--- config.mk ---
export PLATFORM = sky130hd
export DESIGN_NAME = morse_symbol_decoder_core
export DESIGN_NICKNAME = d
export VERILOG_FILES = /design/src/design/msd_pkg.sv /design/src/design/msd_front.sv /design/src/design/msd_fifo.sv /design/src/design/msd_back.sv /design/src/design/morse_symbol_decoder_core.sv
export SDC_FILE = /design/constraint.sdc
export NUM_CORES = 1
export LEC_CHECK = 0
export BUFFER_PORTS_ARGS = -buffer_cell sky130_fd_sc_hd__buf_2
export CORE_UTILIZATION = 68
export CTS_BUF_LIST = sky130_fd_sc_hd__clkbuf_4
export DETAILED_ROUTE_END_ITERATION = 8
export PLACE_DENSITY = 0.94
export SETUP_SLACK_MARGIN = 0.4
export SLEW_MARGIN = 15
export SYNTH_ARGS = -nofsm -noshare
export SYNTH_HDL_FRONTEND = slang
export SYNTH_HIERARCHICAL = 1
export SYNTH_SLANG_ARGS = --single-unit
export TNS_END_PERCENT = 20
--- constraint.sdc ---
create_clock -name clk_i -period 6.2 [get_ports clk_i]
set_clock_uncertainty 0.1 [all_clocks]
set_input_delay 1.24 -clock clk_i [delete_from_list [all_inputs] [get_ports clk_i]]
set_output_delay 1.24 -clock clk_i [all_outputs]
set_load 0.02 [all_outputs]
--- src/design/msd_pkg.sv ---
// Shared types, constants and lookup functions for the Morse symbol decoder.
package msd_pkg;

  localparam int MaxSymbolDef = 8;
  localparam int FifoDepth    = 4;
  localparam int FifoAw       = $clog2(FifoDepth);

  localparam logic [7:0] CharNul   = 8'h00;
  localparam logic [7:0] CharDash  = 8'h2D;
  localparam logic [7:0] CharDot   = 8'h2E;
  localparam logic [7:0] CharQmark = 8'h3F;

  localparam logic [3:0] TermLenReset = 4'd3;
  localparam logic [3:0] SepCountMax  = 4'd15;

  localparam logic [2:0] StepChar = 3'd0;
  localparam logic [2:0] StepEndFirst = 3'd1;
  localparam logic [2:0] StepEndLast  = 3'd5;

  typedef struct packed {
    logic       has_char;
    logic [7:0] ch;
    logic       has_end;
  } cmd_t;

  function automatic logic [7:0] decode_symbol(input logic [2:0] len, input logic [4:0] bits);
    logic [7:0] c;
    unique case ({len, bits})
      {3'd2, 5'b00001}: c = "A";
      {3'd4, 5'b01000}: c = "B";
      {3'd4, 5'b01010}: c = "C";
      {3'd3, 5'b00100}: c = "D";
      {3'd1, 5'b00000}: c = "E";
      {3'd4, 5'b00010}: c = "F";
      {3'd3, 5'b00110}: c = "G";
      {3'd4, 5'b00000}: c = "H";
      {3'd2, 5'b00000}: c = "I";
      {3'd4, 5'b00111}: c = "J";
      {3'd3, 5'b00101}: c = "K";
      {3'd4, 5'b00100}: c = "L";
      {3'd2, 5'b00011}: c = "M";
      {3'd2, 5'b00010}: c = "N";
      {3'd3, 5'b00111}: c = "O";
      {3'd4, 5'b00110}: c = "P";
      {3'd4, 5'b01101}: c = "Q";
      {3'd3, 5'b00010}: c = "R";
      {3'd3, 5'b00000}: c = "S";
      {3'd1, 5'b00001}: c = "T";
      {3'd3, 5'b00001}: c = "U";
      {3'd4, 5'b00001}: c = "V";
      {3'd3, 5'b00011}: c = "W";
      {3'd4, 5'b01001}: c = "X";
      {3'd4, 5'b01011}: c = "Y";
      {3'd4, 5'b01100}: c = "Z";
      {3'd5, 5'b11111}: c = "0";
      {3'd5, 5'b01111}: c = "1";
      {3'd5, 5'b00111}: c = "2";
      {3'd5, 5'b00011}: c = "3";
      {3'd5, 5'b00001}: c = "4";
      {3'd5, 5'b00000}: c = "5";
      {3'd5, 5'b10000}: c = "6";
      {3'd5, 5'b11000}: c = "7";
      {3'd5, 5'b11100}: c = "8";
      {3'd5, 5'b11110}: c = "9";
      default:          c = CharQmark;
    endcase
    return c;
  endfunction

  function automatic logic [7:0] end_char(input logic [2:0] step);
    logic [7:0] c;
    unique case (step)
      3'd1:    c = "[";
      3'd2:    c = "E";
      3'd3:    c = "N";
      3'd4:    c = "D";
      3'd5:    c = "]";
      default: c = CharQmark;
    endcase
    return c;
  endfunction

endpackage

--- src/design/msd_front.sv ---
// Front end: accepts text bytes, tracks symbol and separator state, issues commands.
module msd_front import msd_pkg::*; #(
  parameter int MaxSymbol = MaxSymbolDef
) (
  input  logic       clk_i,
  input  logic       rst_ni,
  input  logic       cfg_we_i,
  input  logic [3:0] cfg_wdata_i,
  input  logic       in_fire_i,
  input  logic [7:0] in_byte_i,
  output logic       cmd_push_o,
  output cmd_t       cmd_o
);

  localparam int LenW = $clog2(MaxSymbol + 1);

  logic [3:0]      term_len_q;
  logic [7:0]      bits_q, bits_d;
  logic [LenW-1:0] len_q, len_d;
  logic            ovf_q, ovf_d;
  logic [3:0]      sep_q, sep_d;
  logic            stop_q, stop_d;

  logic       is_elem;
  logic [3:0] sep_inc;
  logic [7:0] dec_char;

  assign is_elem = (in_byte_i == CharDot) || (in_byte_i == CharDash);
  assign sep_inc = (sep_q < SepCountMax) ? sep_q + 4'd1 : sep_q;
  assign dec_char = (ovf_q || (len_q > LenW'(5))) ? CharQmark
                                                  : decode_symbol(len_q[2:0], bits_q[4:0]);

  always_comb begin
    bits_d = bits_q;
    len_d  = len_q;
    ovf_d  = ovf_q;
    sep_d  = sep_q;
    stop_d = stop_q;
    cmd_o.has_char = 1'b0;
    cmd_o.ch       = dec_char;
    cmd_o.has_end  = 1'b0;
    if (stop_q) begin
      if (in_byte_i == CharNul) begin
        stop_d = 1'b0;
        bits_d = '0;
        len_d  = '0;
        ovf_d  = 1'b0;
        sep_d  = '0;
      end
    end else if (is_elem) begin
      if (len_q < LenW'(MaxSymbol)) begin
        bits_d = {bits_q[6:0], in_byte_i == CharDash};
        len_d  = len_q + LenW'(1);
      end else begin
        ovf_d = 1'b1;
      end
      sep_d = '0;
    end else begin
      cmd_o.has_char = (len_q != '0);
      bits_d = '0;
      len_d  = '0;
      ovf_d  = 1'b0;
      sep_d  = sep_inc;
      cmd_o.has_end = (sep_inc == term_len_q);
      stop_d = cmd_o.has_end;
      if (in_byte_i == CharNul) begin
        sep_d  = '0;
        stop_d = 1'b0;
      end
    end
  end

  assign cmd_push_o = in_fire_i && (cmd_o.has_char || cmd_o.has_end);

  always_ff @(posedge clk_i or negedge rst_ni) begin
    if (!rst_ni) begin
      term_len_q <= TermLenReset;
      bits_q     <= '0;
      len_q      <= '0;
      ovf_q      <= 1'b0;
      sep_q      <= '0;
      stop_q     <= 1'b0;
    end else begin
      if (cfg_we_i) begin
        term_len_q <= cfg_wdata_i;
      end
      if (in_fire_i) begin
        bits_q <= bits_d;
        len_q  <= len_d;
        ovf_q  <= ovf_d;
        sep_q  <= sep_d;
        stop_q <= stop_d;
      end
    end
  end

endmodule

--- src/design/msd_fifo.sv ---
// Small command queue between the front and back ends.
module msd_fifo import msd_pkg::*; (
  input  logic clk_i,
  input  logic rst_ni,
  input  logic push_i,
  input  cmd_t push_data_i,
  output logic full_o,
  input  logic pop_i,
  output logic empty_o,
  output cmd_t head_o
);

  cmd_t              mem_q [FifoDepth];
  logic [FifoAw-1:0] wr_ptr_q, rd_ptr_q;
  logic [FifoAw:0]   count_q;

  assign full_o  = (count_q == (FifoAw + 1)'(FifoDepth));
  assign empty_o = (count_q == '0);
  assign head_o  = mem_q[rd_ptr_q];

  always_ff @(posedge clk_i) begin
    if (push_i) begin
      mem_q[wr_ptr_q] <= push_data_i;
    end
  end

  always_ff @(posedge clk_i or negedge rst_ni) begin
    if (!rst_ni) begin
      wr_ptr_q <= '0;
      rd_ptr_q <= '0;
      count_q  <= '0;
    end else begin
      if (push_i) begin
        wr_ptr_q <= wr_ptr_q + FifoAw'(1);
      end
      if (pop_i) begin
        rd_ptr_q <= rd_ptr_q + FifoAw'(1);
      end
      if (push_i && !pop_i) begin
        count_q <= count_q + (FifoAw + 1)'(1);
      end else if (pop_i && !push_i) begin
        count_q <= count_q - (FifoAw + 1)'(1);
      end
    end
  end

endmodule

--- src/design/msd_back.sv ---
// Back end: expands queued commands into output characters, one per cycle unless stalled.
module msd_back import msd_pkg::*; (
  input  logic       clk_i,
  input  logic       rst_ni,
  input  cmd_t       head_i,
  input  logic       empty_i,
  output logic       pop_o,
  output logic       m_axis_tvalid_o,
  input  logic       m_axis_tready_i,
  output logic [7:0] m_axis_tdata_o,
  output logic       m_axis_tlast_o
);

  logic [2:0] step_q, step_d;
  logic       valid_q;
  logic [7:0] data_q;
  logic       last_q;

  logic [2:0] eff_step;
  logic [7:0] ch;
  logic       is_last;
  logic       go;

  assign eff_step = ((step_q == StepChar) && !head_i.has_char) ? StepEndFirst : step_q;
  assign ch       = (eff_step == StepChar) ? head_i.ch : end_char(eff_step);
  assign is_last  = (eff_step == StepEndLast) || ((eff_step == StepChar) && !head_i.has_end);
  assign go       = (!valid_q || m_axis_tready_i) && !empty_i;
  assign pop_o    = go && is_last;
  assign step_d   = is_last ? StepChar : eff_step + 3'd1;

  always_ff @(posedge clk_i or negedge rst_ni) begin
    if (!rst_ni) begin
      valid_q <= 1'b0;
      step_q  <= StepChar;
    end else if (go) begin
      valid_q <= 1'b1;
      step_q  <= step_d;
    end else if (m_axis_tready_i) begin
      valid_q <= 1'b0;
    end
  end

  always_ff @(posedge clk_i) begin
    if (go) begin
      data_q <= ch;
      last_q <= is_last;
    end
  end

  assign m_axis_tvalid_o = valid_q;
  assign m_axis_tdata_o  = data_q;
  assign m_axis_tlast_o  = last_q;

endmodule

--- src/design/morse_symbol_decoder_core.sv ---
// Top level of the Morse symbol decoder: front end, command queue, back end.
// Path: a byte's command is queued, then its first output character is registered.
// Throughput: one input byte per cycle while the 4-entry command queue has room;
// output runs one char per cycle unless stalled, up to six per byte, set by the back end.
// Reset: asynchronous, active low; clears control state, terminator length returns to 3.
module morse_symbol_decoder_core import msd_pkg::*; #(
  parameter int MaxSymbol = MaxSymbolDef
) (
  input  logic       clk_i,
  input  logic       rst_ni,
  input  logic       cfg_we_i,
  input  logic [3:0] cfg_wdata_i,      // separator run that ends the message
  input  logic       s_axis_tvalid_i,
  output logic       s_axis_tready_o,
  input  logic [7:0] s_axis_tdata_i,   // [7:0] text_byte
  output logic       m_axis_tvalid_o,
  input  logic       m_axis_tready_i,
  output logic [7:0] m_axis_tdata_o,   // [7:0] out_char
  output logic       m_axis_tlast_o    // run_last
);

  logic in_fire;
  logic cmd_push;
  cmd_t cmd;
  logic fifo_full;
  logic fifo_empty;
  logic fifo_pop;
  cmd_t fifo_head;

  assign s_axis_tready_o = !fifo_full;
  assign in_fire         = s_axis_tvalid_i && s_axis_tready_o;

  msd_front #(
    .MaxSymbol(MaxSymbol)
  ) u_front (
    .clk_i      (clk_i),
    .rst_ni     (rst_ni),
    .cfg_we_i   (cfg_we_i),
    .cfg_wdata_i(cfg_wdata_i),
    .in_fire_i  (in_fire),
    .in_byte_i  (s_axis_tdata_i),
    .cmd_push_o (cmd_push),
    .cmd_o      (cmd)
  );

  msd_fifo u_fifo (
    .clk_i      (clk_i),
    .rst_ni     (rst_ni),
    .push_i     (cmd_push),
    .push_data_i(cmd),
    .full_o     (fifo_full),
    .pop_i      (fifo_pop),
    .empty_o    (fifo_empty),
    .head_o     (fifo_head)
  );

  msd_back u_back (
    .clk_i          (clk_i),
    .rst_ni         (rst_ni),
    .head_i         (fifo_head),
    .empty_i        (fifo_empty),
    .pop_o          (fifo_pop),
    .m_axis_tvalid_o(m_axis_tvalid_o),
    .m_axis_tready_i(m_axis_tready_i),
    .m_axis_tdata_o (m_axis_tdata_o),
    .m_axis_tlast_o (m_axis_tlast_o)
  );

endmodule
==> metrics.yaml, run 1 <==
run_status:
  status: "finished, final reports clean"
synthesis:
  synth-main-ff-cell: "edfxtp_1"
  syn_area_per_cell_um2: 11.2
  yosysMostFrequentCell: "edfxtp_1"
  yosysSeqAreaShare_pct: 49.3
  synthTopCellsByCount: "edfxtp_1, dfrtp_1, o21ai_0"
  synth_seq_cells: 79
  syn_inst: 403
  synth.distinct_cells: 76
  yosys.area.top_type: "edfxtp_1"
  yosysTopAreaCellShare_pct: 32.6
  synth_edf_count: 49
  async_flop_share_pct: 38.0
  ys_top_cells_by_area: "edfxtp_1, dfrtp_1, mux4_2"
  netlist_area_um2: 4510
  ys_warn_count: 6
  synth_nets: 431
placement:
  post-dp-hpwl_um: 6540
  dpl_cell_area_um2: 4610
  io_buffers: 27
  place_inst: 478
  gp_congestion: 0.904
setup_path:
  cpPeakStageDelay_ps: 830
  crit_fanout: 8
  cp_cell_sequence: "ha_1 -> nand3_1 -> nor3b_1 -> a2111oi_0 -> nand4_1 -> a311oi_1 -> ha_1 -> inv_1 -> fa_1 -> xor2_1 -> nor2_1 -> xor2_1"
  worstSetupPathType: "reg -> reg"
  crit_path_start: "u_front/sep_q[0]"
  cp_slowest_cell: "a311oi_1"
  cp_num_buf_inv: 1
  r2r-start: "u_front/sep_q[0]"
  arrival_ps: 4300
  path_delay_family: "compound AO/OA/AOI/OAI gates"
  required_ps: 6470
  start_kind: "flop"
  end_kind: "flop"
sta:
  fin_tns_setup_ps: 0
  worst_pin_slew_ps: 917
  rsz0062_at_grt: "false"
  slew_viol_final: 0
  finalHoldViolCount: 0
  slew_headroom_pct: 37.3
  fmax_mhz: 249
  fin_crit_sh_pct: 64.9
  finalSetupViolCount: 0
  fin_crit_ps: 4020
  fin_hold_ws_ps: 461
power:
  pwr_density_cell_nw_per_um2: 340
  pwr-share-seq_pct: 48.2
  p_total_mw: 1.62
  combPwrFrac_pct: 29.6
  p_leak_nw: 1.75
  clock_power_share_pct: 22.2
  switching_power_mw: 0.583
  irDropWorstVdd_v: 0.000348
  p_int_mw: 1.04
  swShare_pct: 35.9
final_layout:
  regArea_um2: 2220
  multi_input_area_um2: 2090
  layoutNonFillerInstCount: 494
  post-route-cell-area_um2: 4770
  area_growth_pct: 5.88
  diodes: 0
  nNetsFinal: 440
  drive_above_1_share_pct: 18.0
  fill_cells: 422
clock_tree:
  cts_root_buffer: "clkbuf_4"
  ctsLongestPathBuffers: 2
  cts_hold_buf: 0
  clk_pin_slew_worst_paths_ps: 150
  cts_tree: "built"
  clk_latency_ps: 450
  ctsResizeCount: 0
  post-cts-setup-buffers: 0
  cts_max_level: 3
  cts_made_buffers: 9
  clkSinkCount: 79
detailed_routing:
  drtIter0Drc: 200
  wl_um: 9420
  ant_nets: 0
  drc: 0
  avgRoutedWirePerCell_um: 19.1
  first_pass_iters: 5
  vias: 3324
  drt-vias-per-instance: 6.73
job:
  max_cap_violations: 0
die:
  floorplan.initialDensity_pct: 70.6
  rows: 29
  die_w_um: 83.4
  dieArea_um2: 6960
  ios: 28
  die_h_um: 83.4
  core_um2: 6390
global_route:
  grt_max_degree: 31
  first_global_vias: 3170
  antenna_found_initial: 0
  grt.overflow.total: 0
  grt_use_total_pct: 28.8
  grt_pass1_wl_um: 15500
worst_hold_path:
  hp-start: "u_fifo/count_q[2]"
  worstHoldPathType: "reg -> reg"
[power groups by stage]
stage	clock network, mW	logic (mW)	registers [mW]
floorplan	0	0.376	0.759
global placement	0	0.439	0.782
detailed placement	0	0.472	0.792
CTS	0.364	0.476	0.781
global route	0.387	0.522	0.796
finish	0.361	0.480	0.782
[area by class of cell]
class	instances	area share, %
Clock buffer	9	1.42
Timing Repair Buffer	27	2.83
Clock inverter	7	2.10
Tap cell	77	2.02
Inverter	15	1.18
Sequential cell	79	46.6
Multi-Input combinational cell	280	43.9
[metal layers]
metal	GRT usage, %	share of wire (%)
met5	0	0
met4	10.8	1.7
met3	5.57	6.9
met2	49.5	52
met1	36.5	40
[stage by stage]
stage                     setup WS, ps  utilization [%]
after floorplan                   2760                -
after global placement            2450             72.1
after detailed placement          2210             72.1
after CTS                         2260             74.8
after global routing              1940             74.8
final                             2180             74.8
[layout by cell type, fill, tap and decap left out, drive strengths merged, types with 9 or more instances in the layout]
cell type and n:
edfxtp 49, dfrtp 28, buf 27, o21ai 27, nand2 24, a21oi 20, nor2 19, inv 19
nand3 12, nor3 12, nor2b 10, ha 10, mux4 10, clkbuf 9, nand2b 9
[state kept, by name, summed over array words and instances, names as in the netlist]
| register | cells |
|---|---|
| u_back/m_axis_tvalid_o | 1 |
| u_front/len_q | 4 |
| u_fifo/count_q | 3 |
| u_back/m_axis_tdata_o | 8 |
| u_front/sep_q | 4 |
| u_back/step_q | 3 |
| u_fifo/mem_q | 40 |
| u_fifo/rd_ptr_q | 2 |
| u_front/stop_q | 1 |
| u_back/m_axis_tlast_o | 1 |
| u_front/ovf_q | 1 |
| u_front/term_len_q | 4 |
| u_front/bits_q | 5 |
| u_fifo/wr_ptr_q | 2 |
[kinds of logic (layout without fill, tap and decap cells)]
| family | after synthesis | in the layout | synth area share (%) |
|---|---|---|---|
| simple gates | 142 | 142 | 18.5 |
| mux | 18 | 18 | 7.21 |
| fa+ha+maj | 11 | 11 | 3.22 |
| other cells | 1 | 1 | 0.0832 |
| compound gates | 96 | 96 | 15.1 |
| buf+inv | 44 | 58 | 4.22 |
| xor+xnor | 12 | 12 | 2.33 |
| flops | 79 | 79 | 49.3 |
[path summary, 6_finish.rpt]
| check | slack, ps | depth (start not counted) | end |
|---|---|---|---|
| hold reg to reg | 460 | 1 | u_fifo/count_q[2] |
| setup / recovery | 2180 | 12 | u_fifo/count_q[2] |
| max in group asynchronous | 4860 | 1 | u_front/bits_q[3] |
| min in group asynchronous | 690 | 1 | u_back/step_q[2] |
| hold / removal | 460 | 1 | u_fifo/count_q[2] |
| setup reg to reg | 2180 | 12 | u_fifo/count_q[2] |
No activity file was read; power rests on OpenSTA's default activity.
==> run 2, diff against run 1 <==
--- a/config.mk
+++ b/config.mk
@@ -6,10 +6,10 @@
 export NUM_CORES = 1
 export LEC_CHECK = 0
 export BUFFER_PORTS_ARGS = -buffer_cell sky130_fd_sc_hd__buf_2
-export CORE_UTILIZATION = 68
+export CORE_UTILIZATION = 63
 export CTS_BUF_LIST = sky130_fd_sc_hd__clkbuf_4
 export DETAILED_ROUTE_END_ITERATION = 8
-export PLACE_DENSITY = 0.94
+export PLACE_DENSITY = 0.88
 export SETUP_SLACK_MARGIN = 0.4
 export SLEW_MARGIN = 15
 export SYNTH_ARGS = -nofsm -noshare
==> constraint.sdc (replaced) <==
create_clock -name clk_i -period 4.1 [get_ports clk_i]
set_clock_uncertainty 0.1 [all_clocks]
set_input_delay 0.82 -clock clk_i [delete_from_list [all_inputs] [get_ports clk_i]]
set_output_delay 0.82 -clock clk_i [all_outputs]
set_load 0.02 [all_outputs]
==> run 2 against run 1 <==
- combinational power grew 59%
- total power increased by 50%
- largest power group unchanged
- largest cell class unchanged
- clock-buffer cell count did not move
- worst setup slack lost 1500 ps
- die area up 7.7%
- highest routed layer unchanged
==> metrics.yaml, run 2 (synthesis gave the netlist of run 1 again) <==
run_status:
  status: "finished, final reports clean"
setup_path:
  timing.rr.end: "u_fifo/count_q[2]"
  arrival_ps: 3700  # -600 ps
  ff2ff_path_depth: 13  # +1
  reg2reg_slack_ps: 640  # -1540 ps
  end_kind: "flop"
  worstSetupPathType: "reg -> reg"
  crit_fanout: 8  # unchanged
  r2r-start: "u_front/sep_q[1]"
  start_kind: "flop"
  required_ps: 4340  # -2130 ps
final_layout:
  top_register: "u_fifo/mem_q"
  fill_cells: 482  # +14%
  drive_above_1_share_pct: 19.5  # +1.5 points
  nNetsFinal: 444  # +0.91%
  largest_register_ffs: 40  # unchanged
  area_growth_pct: 7.02
  final_common_cell: "edfxtp_1"
  diodes: 0  # unchanged
  post-route-cell-area_um2: 4830  # +1.1%
  final_cell_mix: "edfxtp_1, dfrtp_1, buf_2"
clock_tree:
  cts_root_buffer: "clkbuf_4"
  cts_made_buffers: 9  # unchanged
  clkSinkCount: 79  # unchanged
  clk_pin_slew_worst_paths_ps: 150  # about the same
  ctsLongestPathBuffers: 2  # unchanged
  clk_latency_ps: 440  # about the same
  cts_tree: "built"
  cts_hold_buf: 0  # unchanged
  cts_max_level: 3  # unchanged
detailed_routing:
  drt-vias-per-instance: 6.40  # -4.9%
  vias: 3307  # -0.51%
  first_pass_iters: 5  # unchanged
  drtIter0Drc: 216  # +8.0%
  avgRoutedWirePerCell_um: 18.1  # -5.2%
  drc: 0  # unchanged
  wl_um: 9340  # -0.82%
  ant_nets: 0  # unchanged
die:
  die_h_um: 86.6  # +3.8%
  ios: 28  # unchanged
  dieArea_um2: 7500  # +7.7%
  die_w_um: 86.6  # +3.8%
  floorplan.initialDensity_pct: 65.6  # -5.0 points
  rows: 30  # +3.4%
  core_um2: 6870  # +7.6%
global_route:
  grt_max_degree: 31  # unchanged
  first_global_vias: 3049  # -3.8%
  antenna_found_initial: 0  # unchanged
  grt.overflow.total: 0  # unchanged
  grt_pass1_wl_um: 15100  # -2.7%
  grt_use_total_pct: 26.6  # -2.2 points
power:
  pwr_density_cell_nw_per_um2: 503  # +48%
  p_leak_nw: 1.77  # +0.85%
  irDropWorstVdd_v: 0.000241  # -31%
sta:
  slew_viol_final: 0  # unchanged
  worst_pin_slew_ps: 985  # +68.7 ps
  finalSetupViolCount: 0  # unchanged
  slew_headroom_pct: 32.6  # -4.7 points
  fin_crit_sh_pct: 84.4  # +20 points
  finalHoldViolCount: 0  # unchanged
  fin_tns_setup_ps: 0  # unchanged
  fmax_mhz: 289  # +16%
  fin_crit_ps: 3460  # -562 ps
  rsz0062_at_grt: "false"
placement:
  post-dp-hpwl_um: 6420  # -1.8%
  io_buffers: 27  # unchanged
  dpl_cell_area_um2: 4650  # +1.0%
  gp_congestion: 0.903  # -0.11%
job:
  max_cap_violations: 0  # unchanged
worst_hold_path:
  worstHoldPathType: "in -> async"
## run 2: changes by cell type in the layout (fill, tap and decap cells not counted), sizes merged
cell / before / now
clkinv: 0 / 1
bufinv: 2 / 1
clkinvlp: 1 / 0
buf: 27 / 31
inv: 19 / 20
## run 2: worst max-delay path by stage
| stage | from | end | slack, ps |
|---|---|---|---|
| after floorplan | u_front/sep_q[0] | u_fifo/count_q[2] | 660 |
| after global placement | u_front/sep_q[0] | u_fifo/count_q[2] | 840 |
| after detailed placement | u_front/sep_q[0] | u_fifo/count_q[2] | 580 |
| after CTS | u_front/sep_q[0] | u_fifo/count_q[2] | 530 |
| after global routing | u_front/sep_q[1] | u_fifo/count_q[2] | 440 |
| final | u_front/sep_q[1] | u_fifo/count_q[2] | 640 |
## run 2: cell type report
type / count / area (µm²) / area share, %
sequential: 79 / 2220 / 46.1
tap: 96 / 120 / 2.49
multi-input combinational: 280 / 2110 / 43.7
clock inverter: 7 / 82.6 / 1.71
inverter: 15 / 56.3 / 1.17
timing repair buffer: 31 / 165 / 3.42
clock buffer: 9 / 67.6 / 1.40
## run 2: critical path, cell delays in order, from the launching register on
cell and delay (ps):
dfrtp_1 500, ha_2 330, xnor2_1 150, o32ai_1 120
a2111oi_1 280, nand4_1 220, a311oi_2 320, buf_4 190
ha_1 190, inv_1 70, fa_1 400, xor2_1 260
nor2_1 90, xor2_1 150
## run 2: through the flow
step                hold slack (ps)  worst slack, ps  power (mW)  utilization [%]  cells
detailed placement              390              583        1.92             67.7    500
global route                    338              435        2.57             70.3    517
finish                          299              638        2.43             70.3    517
CTS                             314              531        2.42             69.9    516
global placement                376              841        1.86             67.7    500
floorplan                       356              658        1.72                -    403
## run 2: report_power, final
group	leakage, nW	switching [mW]	internal [mW]	total, mW
registers	0.812	0.173	0.994	1.17
logic	0.873	0.422	0.343	0.764
clock network	0.0838	0.298	0.198	0.496
total	1.77	0.892	1.54	2.43
## run 2: repair_timing
item,in CTS,in global routing
setup buffers,0,1
setup endpoints to repair,0,1
resized for setup,0,4
## run 2: metal layers
layer  up-vias  wire (µm)  global-route usage, %
li1       1556          -                      -
met1      1607       3930                   34.5
met2       131       4790                   45.7
met3        13        489                   4.19
met4         0        138                   9.39
met5         -          0                      0
==> run 3, diff against run 2 <==
==> constraint.sdc (replaced) <==
create_clock -name clk_i -period 3.5 [get_ports clk_i]
set_clock_uncertainty 0.1 [all_clocks]
set_input_delay 0.7 -clock clk_i [delete_from_list [all_inputs] [get_ports clk_i]]
set_output_delay 0.7 -clock clk_i [all_outputs]
set_load 0.02 [all_outputs]
==> run 3 against run 2 <==
- clock-buffer cell count up 2
- non-clock buffer count up 14
- via count up 2.8%
- sequential cell count unchanged
- hold slack worse by 95 ps
- combinational power up 37%
- utilization up 2.5 points
- critical path depth down 1
- sequential power up 14%
- register-to-register slack worse by 140 ps
- worst setup slack worse by 140 ps
- sequential share of layout area down 1.5 points
- critical path type unchanged
- largest cell class unchanged
==> metrics.yaml, run 3 (synthesis gave the netlist of run 1 again) <==
detailed_routing:
  drt-vias-per-instance: 6.40  # about the same
  vias: 3399  # +2.8%
  drc: 0  # unchanged
  wl_um: 9220  # -1.3%
  ant_nets: 0  # unchanged
  avgRoutedWirePerCell_um: 17.4  # -3.9%
  first_pass_iters: 5  # unchanged
  drtIter0Drc: 198  # -8.3%
job:
  max_cap_violations: 0  # unchanged
clock_tree:
  cts_hold_buf: 0  # unchanged
  cts_made_buffers: 9  # unchanged
  clk_pin_slew_worst_paths_ps: 120  # -30 ps
  clkSinkCount: 79  # unchanged
  clk_latency_ps: 410  # -30 ps
  ctsLongestPathBuffers: 2  # unchanged
  cts_max_level: 3  # unchanged
  cts_root_buffer: "clkbuf_4"
  cts_tree: "built"
die:
  die_w_um: 86.6  # unchanged
  dieArea_um2: 7500  # unchanged
  core_um2: 6870  # unchanged
  ios: 28  # unchanged
  floorplan.initialDensity_pct: 65.6  # unchanged
  die_h_um: 86.6  # unchanged
  rows: 30  # unchanged
final_layout:
  final_cell_mix: "edfxtp_1, buf_2, o21ai_0"
  largest_register_ffs: 40  # unchanged
  top_register: "u_fifo/mem_q"
  layoutNonFillerInstCount: 531  # +2.7%
  nNetsFinal: 458  # +3.2%
  area_growth_pct: 10.9
  final_util_pct: 72.8  # +2.5 points
  final_common_cell: "edfxtp_1"
  drive_above_1_share_pct: 24.1  # +4.7 points
  diodes: 0  # unchanged
sta:
  slew_viol_final: 0  # unchanged
  fin_hold_ws_ps: 204  # -94.7 ps
  finalSetupViolCount: 0  # unchanged
  rsz0062_at_grt: "true"
  slew_headroom_pct: 47.3  # +15 points
  fin_crit_sh_pct: 85.8  # +1.4 points
  fmax_mhz: 333  # +15%
  fin_tns_setup_ps: 0  # unchanged
  worst_pin_slew_ps: 784  # -202 ps
  finalHoldViolCount: 0  # unchanged
  fin_crit_ps: 3000  # -459 ps
setup_path:
  arrival_ps: 3230  # -470 ps
  worstSetupPathType: "reg -> reg"
  cpPeakStageDelay_ps: 450  # -50 ps
  start_kind: "flop"
  cpMostUsedCell: "xor2_1"
  cp_slowest_cell: "dfrtp_2"
  crit_fanout: 4  # -4
  end_kind: "flop"
  required_ps: 3730  # -610 ps
  cp_cell_sequence: "ha_4 -> nor2b_2 -> o32ai_2 -> a2111oi_2 -> nand4_1 -> a311oi_4 -> ha_2 -> inv_1 -> fa_2 -> xor2_1 -> nor2_1 -> xor2_1"
power:
  pwr_density_cell_nw_per_um2: 594  # +18%
  irDropWorstVdd_v: 0.000403  # +68%
  p_leak_nw: 1.86  # +5.0%
global_route:
  grt.overflow.total: 0  # unchanged
  antenna_found_initial: 0  # unchanged
  grt_max_degree: 31  # unchanged
  first_global_vias: 3251  # +6.6%
  grt_pass1_wl_um: 15500  # +2.3%
  grt_use_total_pct: 27.0  # +0.39 points
worst_hold_path:
  worstHoldPathType: "in -> async"
placement:
  place_inst: 507  # +1.4%
  post-dp-hpwl_um: 6270  # -2.3%
  gp_congestion: 0.926  # +2.6%
  io_buffers: 27  # unchanged
run_status:
  status: "finished, final reports clean"
run 3: cell count changes in the layout (fill, tap and decap cells not counted), moves of 2 or more:
| cell | change |
|---|---|
| clkbuf_4 | +2 |
| clkinv_2 | +2 |
| dfrtp_1 | -3 |
| buf_4 | +14 |
| dfrtp_2 | +3 |
| inv_6 | -3 |
run 3: worst paths after layout:
check	start	end	cells after the start	slack, ps
max	u_front/sep_q[0]	u_fifo/count_q[2]	12	500
min in group clk_i	cfg_wdata_i[3]	u_front/term_len_q[3]	2	420
max reg2reg	u_front/sep_q[0]	u_fifo/count_q[2]	12	500
min	rst_ni	u_back/step_q[2]	1	200
min reg2reg	u_fifo/count_q[2]	u_fifo/count_q[2]	1	450
max in group asynchronous	rst_ni	u_front/sep_q[1]	1	2620
run 3: critical path: cells and delay by family, from the launching register on:
kind | cells | cell delay (ps)
buf+inv | 1 | 50
fa+ha+maj | 3 | 760
compound gates | 3 | 710
simple gates | 3 | 530
flops | 1 | 450
xor+xnor | 2 | 350
run 3: layout make-up:
type / instances / area (µm²)
Sequential cell: 79 / 2230
Tap cell: 96 / 120
Multi-Input combinational cell: 280 / 2170
Fill cell: 471 / 1870
Clock buffer: 11 / 82.6
Clock inverter: 5 / 73.8
Timing Repair Buffer: 45 / 270
Inverter: 15 / 56.3
run 3: metrics by stage:
| stage | area (µm²) | setup WS [ps] | power [mW] |
|---|---|---|---|
| global route | 5000 | 371 | 3.15 |
| global placement | 4740 | 330 | 2.22 |
| detailed placement | 4740 | 46.9 | 2.29 |
| CTS | 4980 | 404 | 2.95 |
| floorplan | 4550 | 415 | 2.04 |
| finish | 5000 | 497 | 2.97 |
run 3: timing repair:
item                       4_1_cts  5_1_grt
hold endpoints to repair         0        0
setup endpoints to repair       22       14
pin swaps                        8        2
buffers inserted                 6        2
gates resized for setup          9        2
run 3: power breakdown:
| part | total, mW | switching, mW | leakage, nW | internal (mW) |
|---|---|---|---|---|
| clock | 0.594 | 0.292 | 0.0883 | 0.302 |
| sequential | 1.33 | 0.159 | 0.809 | 1.17 |
| combinational | 1.05 | 0.564 | 0.961 | 0.488 |
| total | 2.97 | 1.01 | 1.86 | 1.96 |
run 3: metal layers:
layer,routed length [µm],vias to the layer above,track usage (%)
li1,-,1586,-
met4,153,0,10.6
met3,525,20,5.43
met1,3900,1643,34.5
met5,0,-,0
met2,4640,150,45.5
